### config.mk
export PLATFORM = sky130hd
export DESIGN_NAME = asca_sizer
export DESIGN_NICKNAME = d
export VERILOG_FILES = /design/src/hdl/asca_pkg.sv /design/src/hdl/asca_sizer.sv
export SDC_FILE = /design/constraint.sdc
export NUM_CORES = 1
export LEC_CHECK = 0
export BUFFER_PORTS_ARGS = -buffer_cell sky130_fd_sc_hd__buf_2
export CORE_ASPECT_RATIO = 0.7
export CORE_MARGIN = 4
export CORE_UTILIZATION = 55
export CTS_CLUSTER_SIZE = 28
export DETAILED_ROUTE_END_ITERATION = 10
export GPL_TIMING_DRIVEN = 1
export HOLD_SLACK_MARGIN = 0.05
export PLACE_DENSITY = 0.73
export SETUP_SLACK_MARGIN = 0.15
export SLEW_MARGIN = 30
export SYNTH_ARGS = -nofsm -noshare
export SYNTH_HDL_FRONTEND = slang
export SYNTH_SLANG_ARGS = --single-unit
### constraint.sdc
create_clock -name clk_i -period 5.26 [get_ports clk_i]
set_input_delay 0.263 -clock clk_i [delete_from_list [all_inputs] [get_ports clk_i]]
set_output_delay 0.263 -clock clk_i [all_outputs]
set_load 0.03 [all_outputs]
### src/hdl/asca_pkg.sv
`timescale 1ns / 1ps
`default_nettype none
// ----------------------------------------------------------------------------
// asca_pkg
// Shared types, codes and sizing constants of the attention-state capacity
// admission controller.
// ----------------------------------------------------------------------------
package asca_pkg;

  localparam int unsigned SeqSlotsDefault   = 256;
  localparam int unsigned LayerCountDefault = 43;

  localparam int unsigned SeqW      = 8;
  localparam int unsigned LayerW    = 6;
  localparam int unsigned CtxW      = 21;
  localparam int unsigned BytesW    = 33;
  localparam int unsigned GenW      = 32;
  localparam int unsigned TotalW    = 40;
  localparam int unsigned ModeW     = 2;
  localparam int unsigned StatusW   = 3;

  localparam int unsigned InDataW   = 48;
  localparam int unsigned OutDataW  = 152;

  // Per-layer sizing rule.
  localparam logic [19:0] ShallowLayerBytes = 20'd131072;
  localparam logic [29:0] EvenBaseBytes     = 30'd212992;
  localparam logic [29:0] EvenStepBytes     = 30'd1280;
  localparam logic [29:0] OddBaseBytes      = 30'd655360;
  localparam logic [29:0] OddStepBytes      = 30'd1024;
  localparam logic [19:0] ExtraBlockBytes   = 20'd393216;
  localparam logic [CtxW-1:0] MaxContext    = 21'd1048576;
  localparam int unsigned EvenCtxShift      = 2;
  localparam int unsigned OddCtxShift       = 7;

  typedef enum logic [ModeW-1:0] {
    MODE_RESERVE  = 2'd0,
    MODE_PUBLISH  = 2'd1,
    MODE_ROLLBACK = 2'd2,
    MODE_RELEASE  = 2'd3
  } mode_e;

  typedef enum logic [StatusW-1:0] {
    STAT_OK            = 3'd0,
    STAT_BAD_ARG       = 3'd1,
    STAT_ALREADY_LIVE  = 3'd2,
    STAT_NO_CAPACITY   = 3'd3,
    STAT_GEN_EXHAUSTED = 3'd4,
    STAT_NOT_RESERVED  = 3'd5,
    STAT_NOT_PUBLISHED = 3'd6
  } status_e;

  typedef enum logic [1:0] {
    SLOT_FREE      = 2'd0,
    SLOT_RESERVED  = 2'd1,
    SLOT_PUBLISHED = 2'd2
  } slot_state_e;

  typedef enum logic [1:0] {
    FSM_IDLE   = 2'd0,
    FSM_SIZE   = 2'd1,
    FSM_LEFT   = 2'd2,
    FSM_DECIDE = 2'd3
  } fsm_state_e;

  typedef struct packed {
    slot_state_e       state;
    logic [BytesW-1:0] bytes;
    logic [GenW-1:0]   gen;
  } slot_entry_t;

  typedef struct packed {
    logic rd_en;
    logic wr_en;
  } mem_req_t;

endpackage : asca_pkg
`default_nettype wire

### src/hdl/asca_sizer.sv
`timescale 1ns / 1ps
`default_nettype none
// ----------------------------------------------------------------------------
// asca_sizer
// Three-stage request sizing: layer counts and per-layer costs, products,
// then the sum with saturation to the byte field width.
// ----------------------------------------------------------------------------
module asca_sizer #(
  parameter int unsigned LAYER_COUNT = asca_pkg::LayerCountDefault
) (
  input  wire logic                          clk_i,
  input  wire logic                          load_i,
  input  wire logic [asca_pkg::LayerW-1:0]   layer_lo_i,
  input  wire logic [asca_pkg::LayerW-1:0]   layer_hi_i,
  input  wire logic                          owns_extra_i,
  input  wire logic [asca_pkg::CtxW-1:0]     context_len_i,
  output logic                               bad_o,
  output logic [asca_pkg::BytesW-1:0]        size_o
);
  import asca_pkg::*;

  localparam logic [LayerW:0] LayerLimit = (LayerW + 1)'(LAYER_COUNT);

  logic [LayerW-1:0] lo_layer;
  logic              deep;
  logic [LayerW-1:0] n_even_d, n_odd_d;
  logic [1:0]        n_low_d;
  logic [LayerW:0]   last_inc;
  logic [29:0]       cost_even_d, cost_odd_d;
  logic              bad_d;

  logic              bad_q;
  logic [1:0]        n_low_q;
  logic [LayerW-1:0] n_even_q, n_odd_q;
  logic [29:0]       cost_even_q, cost_odd_q;
  logic              extra_q;

  logic [35:0]       prod_even_q, prod_odd_q;
  logic [19:0]       base_q;
  logic [37:0]       sum;
  logic [BytesW-1:0] size_q;

  always_comb begin
    // Layers 0 and 1 have a flat cost; the alternating rule starts at layer 2.
    lo_layer = (layer_lo_i < LayerW'(2)) ? LayerW'(2) : layer_lo_i;
    deep     = layer_hi_i >= LayerW'(2);
    last_inc = {1'b0, layer_hi_i} + (LayerW + 1)'(1);
    n_even_d = deep ? LayerW'((layer_hi_i >> 1) - ((lo_layer - LayerW'(1)) >> 1)) : '0;
    n_odd_d  = deep ? LayerW'(last_inc >> 1) - LayerW'(lo_layer >> 1) : '0;
    n_low_d  = 2'(layer_lo_i == '0)
             + 2'((layer_lo_i <= LayerW'(1)) && (layer_hi_i >= LayerW'(1)));
    cost_even_d = EvenBaseBytes + 30'(context_len_i >> EvenCtxShift) * EvenStepBytes;
    cost_odd_d  = OddBaseBytes + 30'(context_len_i >> OddCtxShift) * OddStepBytes;
    bad_d = (layer_lo_i > layer_hi_i) || ({1'b0, layer_hi_i} >= LayerLimit)
         || (context_len_i == '0) || (context_len_i > MaxContext);
  end

  always_ff @(posedge clk_i) begin
    if (load_i) begin
      bad_q       <= bad_d;
      n_low_q     <= n_low_d;
      n_even_q    <= n_even_d;
      n_odd_q     <= n_odd_d;
      cost_even_q <= cost_even_d;
      cost_odd_q  <= cost_odd_d;
      extra_q     <= owns_extra_i;
    end
  end

  always_ff @(posedge clk_i) begin
    prod_even_q <= 36'(n_even_q) * 36'(cost_even_q);
    prod_odd_q  <= 36'(n_odd_q) * 36'(cost_odd_q);
    base_q      <= 20'(n_low_q) * ShallowLayerBytes + (extra_q ? ExtraBlockBytes : '0);
  end

  assign sum = 38'(prod_even_q) + 38'(prod_odd_q) + 38'(base_q);

  always_ff @(posedge clk_i) begin
    size_q <= (sum > 38'({BytesW{1'b1}})) ? {BytesW{1'b1}} : sum[BytesW-1:0];
  end

  assign bad_o  = bad_q;
  assign size_o = size_q;

endmodule : asca_sizer
`default_nettype wire

Word level (Yosys, flattened, before mapping)
Cells that the tools add are included.
{"block": "op_classes", "add_sub_neg": 10, "mul": 3, "n_lt_le_gt_ge": 8, "n_mux": 2, "n_reduce_logical": 6}
{"operator": "multiplier 6 x 30 -> 36 bit", "n": 2}
{"operator": "adder 37 x 20 -> 38 bit", "n": 1}
{"operator": "greater-than comparator 38 x 33 -> 1 bit, second input constant", "n": 1}
{"operator": "adder 36 x 36 -> 37 bit", "n": 1}
{"operator": "adder 18 x 30 -> 30 bit, first input constant", "n": 1}
{"operator": "adder 20 x 24 -> 25 bit, first input constant", "n": 1}
{"operator": "multiplier 19 x 3 -> 22 bit, second input constant", "n": 1}
{"operator": "greater-than comparator 21 bit, second input constant", "n": 1}
{"operator": "zero test 21 bit", "n": 1}
{"operator": "adder 19 x 19 -> 20 bit", "n": 1}
{"operator": "2-to-1 mux 19 bit", "n": 1}
{"operator": "adder 6 x 1 -> 7 bit, second input constant", "n": 1}
{"operator": ">= comparator 6 x 1 -> 1 bit, second input constant", "n": 1}
{"operator": ">= comparator 6 x 2 -> 1 bit, second input constant", "n": 1}
{"operator": ">= comparator 6 bit, second input constant", "n": 1}
{"operator": "greater-than comparator 6 bit", "n": 1}
{"operator": "less-or-equal comparator 6 x 1 -> 1 bit, second input constant", "n": 1}
{"operator": "zero test 6 bit", "n": 1}
{"operator": "< comparator 6 x 2 -> 1 bit, second input constant", "n": 1}
{"operator": "2-to-1 mux 6 bit", "n": 1}
{"operator": "subtractor 5 x 5 -> 6 bit", "n": 1}
{"operator": "subtractor 6 x 1 -> 6 bit, second input constant", "n": 1}
{"operator": "subtractor 6 x 5 -> 6 bit", "n": 1}
{"operator": "logical OR 1 bit", "n": 3}
{"operator": "other kinds (2)", "n": 2}
{"block": "totals", "regBits": 201, "inputBits": 36, "out_inout_bits": 34, "elab_cells": 40}

Logic depth before layout (Yosys ltp)
{"block": "logic_depth", "word_depth": 4, "ltp_mapped": 17, "mapped_depth_nobuf": 16}

Worst setup path before layout
Ideal clock, no wire load.
{"block": "synth_timing", "kind": "reg2reg", "start": "register n_even_q[2]", "end": "register prod_even_q[35]", "setup_ns": 0.095, "arrival_ns": 4.722, "required_time_ns": 5.165, "path_slack_ns": 0.443, "stages_incl_launch_ff": 17, "n_path_buf": 1, "period_less_slack_ns": 4.817, "path_cell_list": "edfxtp_1 -> clkbuf_1 -> and2_1 -> fa_1 -> inv_1 -> fa_1 -> fa_1 -> inv_1 -> ha_1 -> a211o_1 -> a2111o_1 -> a311o_1 -> and3_1 -> o41ai_2 -> o211ai_1 -> a2111o_1 -> o311ai_1"}
{"block": "synth_via", "elab_chain_cells": 1}
{"item": "from (decl)", "line_no": "asca_sizer.sv:34", "text": "logic [LayerW-1:0] n_even_q, n_odd_q;"}
{"item": "from (signal assigned)", "line_no": "asca_sizer.sv:62", "text": "n_even_q <= n_even_d;"}
{"item": "multiplier 6 x 30 -> 36 bit", "line_no": "asca_sizer.sv:71", "text": "prod_even_q <= 36'(n_even_q) * 36'(cost_even_q);"}
{"item": "to (signal assigned)", "line_no": "asca_sizer.sv:71"}
{"item": "to (decl)", "line_no": "asca_sizer.sv:38", "text": "logic [35:0] prod_even_q, prod_odd_q;"}
Every way passes these cells.
A chain may end at the register's enable or synchronous reset.

Final worst setup path
Ends and elaborated chain as after synthesis.

==> flow_summary.ini <==
[run_status]
status = complete, no violations

[synth]
synth_top_area_cell = fa_1
yosys_warnings = 0
synth_area_per_cell_sq_um = 9.46
ys_seq_area_share_pct = 22.1
synth_edf_count = 53
syn_inst = 1515
synth-seq-cells = 132
synth_flop_cell = dfxtp_1
synth.area.top_cells = fa_1 20%, ha_1 15%, edfxtp_1 11%
syn_nets = 1862
async_flop_share_pct = 0
synth_top_area_share_pct = 19.8
synth.distinct_cells = 70
syn_area_sq_mm = 0.0143

[finish]
fin_util_pct = 60.9
final_nets = 1931
syn_to_final_growth_pct = 9.12
antenna_cells = 0
drive_above_1_share_pct = 8.89

[setup_path]
worst-path-max-fanout = 5
required_ns = 5.58
cp.arrival_ns = 5.18
worst_setup_path_end_kind = register
start_kind = register
path_class = reg -> reg

[placed_design]
gp_congestion = 0.946
dpl_worst_slack_ns = 0.157
hpwl_mm = 26.7
portBuffers = 69

[sta]
hold_violations = 0
setup_viol = 0
drv_slew = 0
fin_tns_setup_ns = 0
slew_headroom_pct = 40.7
worst_pin_slew_ns = 0.890
rsz0062_at_grt = false
period_needed_ns = 4.86
min_period_over_period_pct = 92.4
setup_ws_ns = 0.401
fmax_mhz = 206
clock_skew_ns = 0.0111

[clock_tree]
clock_latency_ns = 0.43
clock-sinks = 132
cts.reportedPaths.clkPinSlew_ns = 0.06
clock_tree.buffer_depth = 2
clockRootBuffer = clkbuf_16
cts_tree = done
cts_htree_levels = 4
cts_buffers = 17

[die]
dieArea_sq_mm = 0.0288
die_x_microns = 201
rows = 49
fp.dieH_microns = 143
core_area_sq_mm = 0.0257
initial_core_util_pct = 55.8
ioPinCount = 70

[grt]
grt_pass1_vias = 10426
antenna_found_initial = 3
gr-total-overflow = 0
grt_util_all_layers_pct = 23.2
grt_pass1_wl_mm = 53.7
grt_max_degree = 54

[route]
detail-route-antenna-nets = 0
routed_wl_mm = 32.4
viasPerCell = 5.53
drt_iter0_drc = 684
wl_per_cell_microns = 16.8
vias = 10660
drcViolationCount = 0
first_pass_iters = 6

[flow_run]
cap_violations = 0

[min_path]
holdCritPathClass = in -> reg
## state kept, by name (all words and copies together) (netlist names), 3 cells and up
| signal | cells |
|---|---|
| base_q | 3 |
| cost_even_q | 22 |
| n_odd_q | 6 |
| prod_odd_q | 22 |
| prod_even_q | 28 |
| n_even_q | 6 |
| size_o | 26 |
| cost_odd_q | 15 |
## final cells by class
class,instances,area [sq um]
Timing Repair Buffer,90,508
Multi-Input combinational cell,1127,10200
Sequential cell,132,3170
Inverter,216,811
Tap cell,331,414
Clock inverter,10,98.8
Fill cell,2148,10000
Clock buffer,22,464
## synth_stat cells (35+ instances only)
cell type	instances
inv_1	216
and2_1	204
ha_1	169
fa_1	142
dfxtp_1	79
nand2_1	69
xnor2_1	67
nor2_1	65
a21oi_1	56
edfxtp_1	53
a21o_1	47
nand3_1	35
o21ai_0	35
## cells in the final DEF (no fill, tap or decap), drive strengths merged, types with 12 or more instances in the layout
cell type,n
a211oi,15
a21o,47
a21oi,56
and2,204
buf,88
clkbuf,22
dfxtp,79
edfxtp,53
fa,142
ha,169
inv,219
nand2,69
nand3,35
nand3b,12
nor2,65
nor3,25
o211ai,12
o21a,15
o21ai,36
xnor2,67
xor2,24
## final timing paths
| kind | from | to | slack, ns | cells past startpoint |
|---|---|---|---|---|
| setup / recovery | n_even_q[2] | prod_even_q[35] | 0.40 | 15 |
| hold / removal | context_len_i[13] | cost_odd_q[16] | 0.08 | 1 |
| setup reg to reg | n_even_q[2] | prod_even_q[35] | 0.40 | 15 |
| hold reg to reg | prod_even_q[9] | size_o[9] | 0.42 | 1 |
## critical path: stages (launching register included)
cell	delay [ns]
edfxtp_1	0.47
and2_1	0.20
fa_1	0.55
inv_1	0.05
fa_1	0.46
fa_1	0.55
inv_1	0.04
ha_1	0.31
a211o_1	0.32
a2111o_1	0.40
a311o_1	0.34
and3_1	0.19
o41ai_4	0.26
o211ai_1	0.14
a2111o_1	0.39
o311ai_1	0.09
## layer usage
metal	up-vias	part of all wire (%)	track usage [%]
met4	6	1.5	5.39
li1	5197	-	-
met2	313	41	34.3
met3	46	6.3	5.27
met5	-	0.14	0
met1	5098	51	34.8
## through the flow
step | hold WS [ns] | instances | cell area, sq um
final | 0.0833 | 1928 | 15600
after global routing | 0.0749 | 1928 | 15600
after CTS | 0.0690 | 1922 | 15600
after detailed placement | 0.407 | 1888 | 15000
after global placement | 0.406 | 1888 | 15000
after floorplan | 0.362 | 1515 | 14300
## logic make-up (layout without fill, tap and decap cells)
kind of cell / count (synthesis) / count (layout) / share of synthesized area [%]
AND/OR/NAND/NOR: 467 / 467 / 17.8
adder cells (fa/ha/maj): 311 / 311 / 34.6
buffers and inverters: 256 / 338 / 6.97
AO/OA/AOI/OAI: 255 / 255 / 12.7
flip-flops: 132 / 132 / 22.1
XOR/XNOR: 91 / 91 / 5.56
multiplexers: 3 / 3 / 0.262
## what timing repair did
action | CTS | global route
hold buffers | 1 | 0
hold endpoints to repair | 1 | 0
pin swaps | 0 | 2
buffers inserted | 1 | 6
gates resized for setup | 0 | 1
endpoints found under the setup margin | 1 | 1
Power is not shown: default switching activity piles up to over one toggle a cycle in this logic, so the estimate is an artifact.
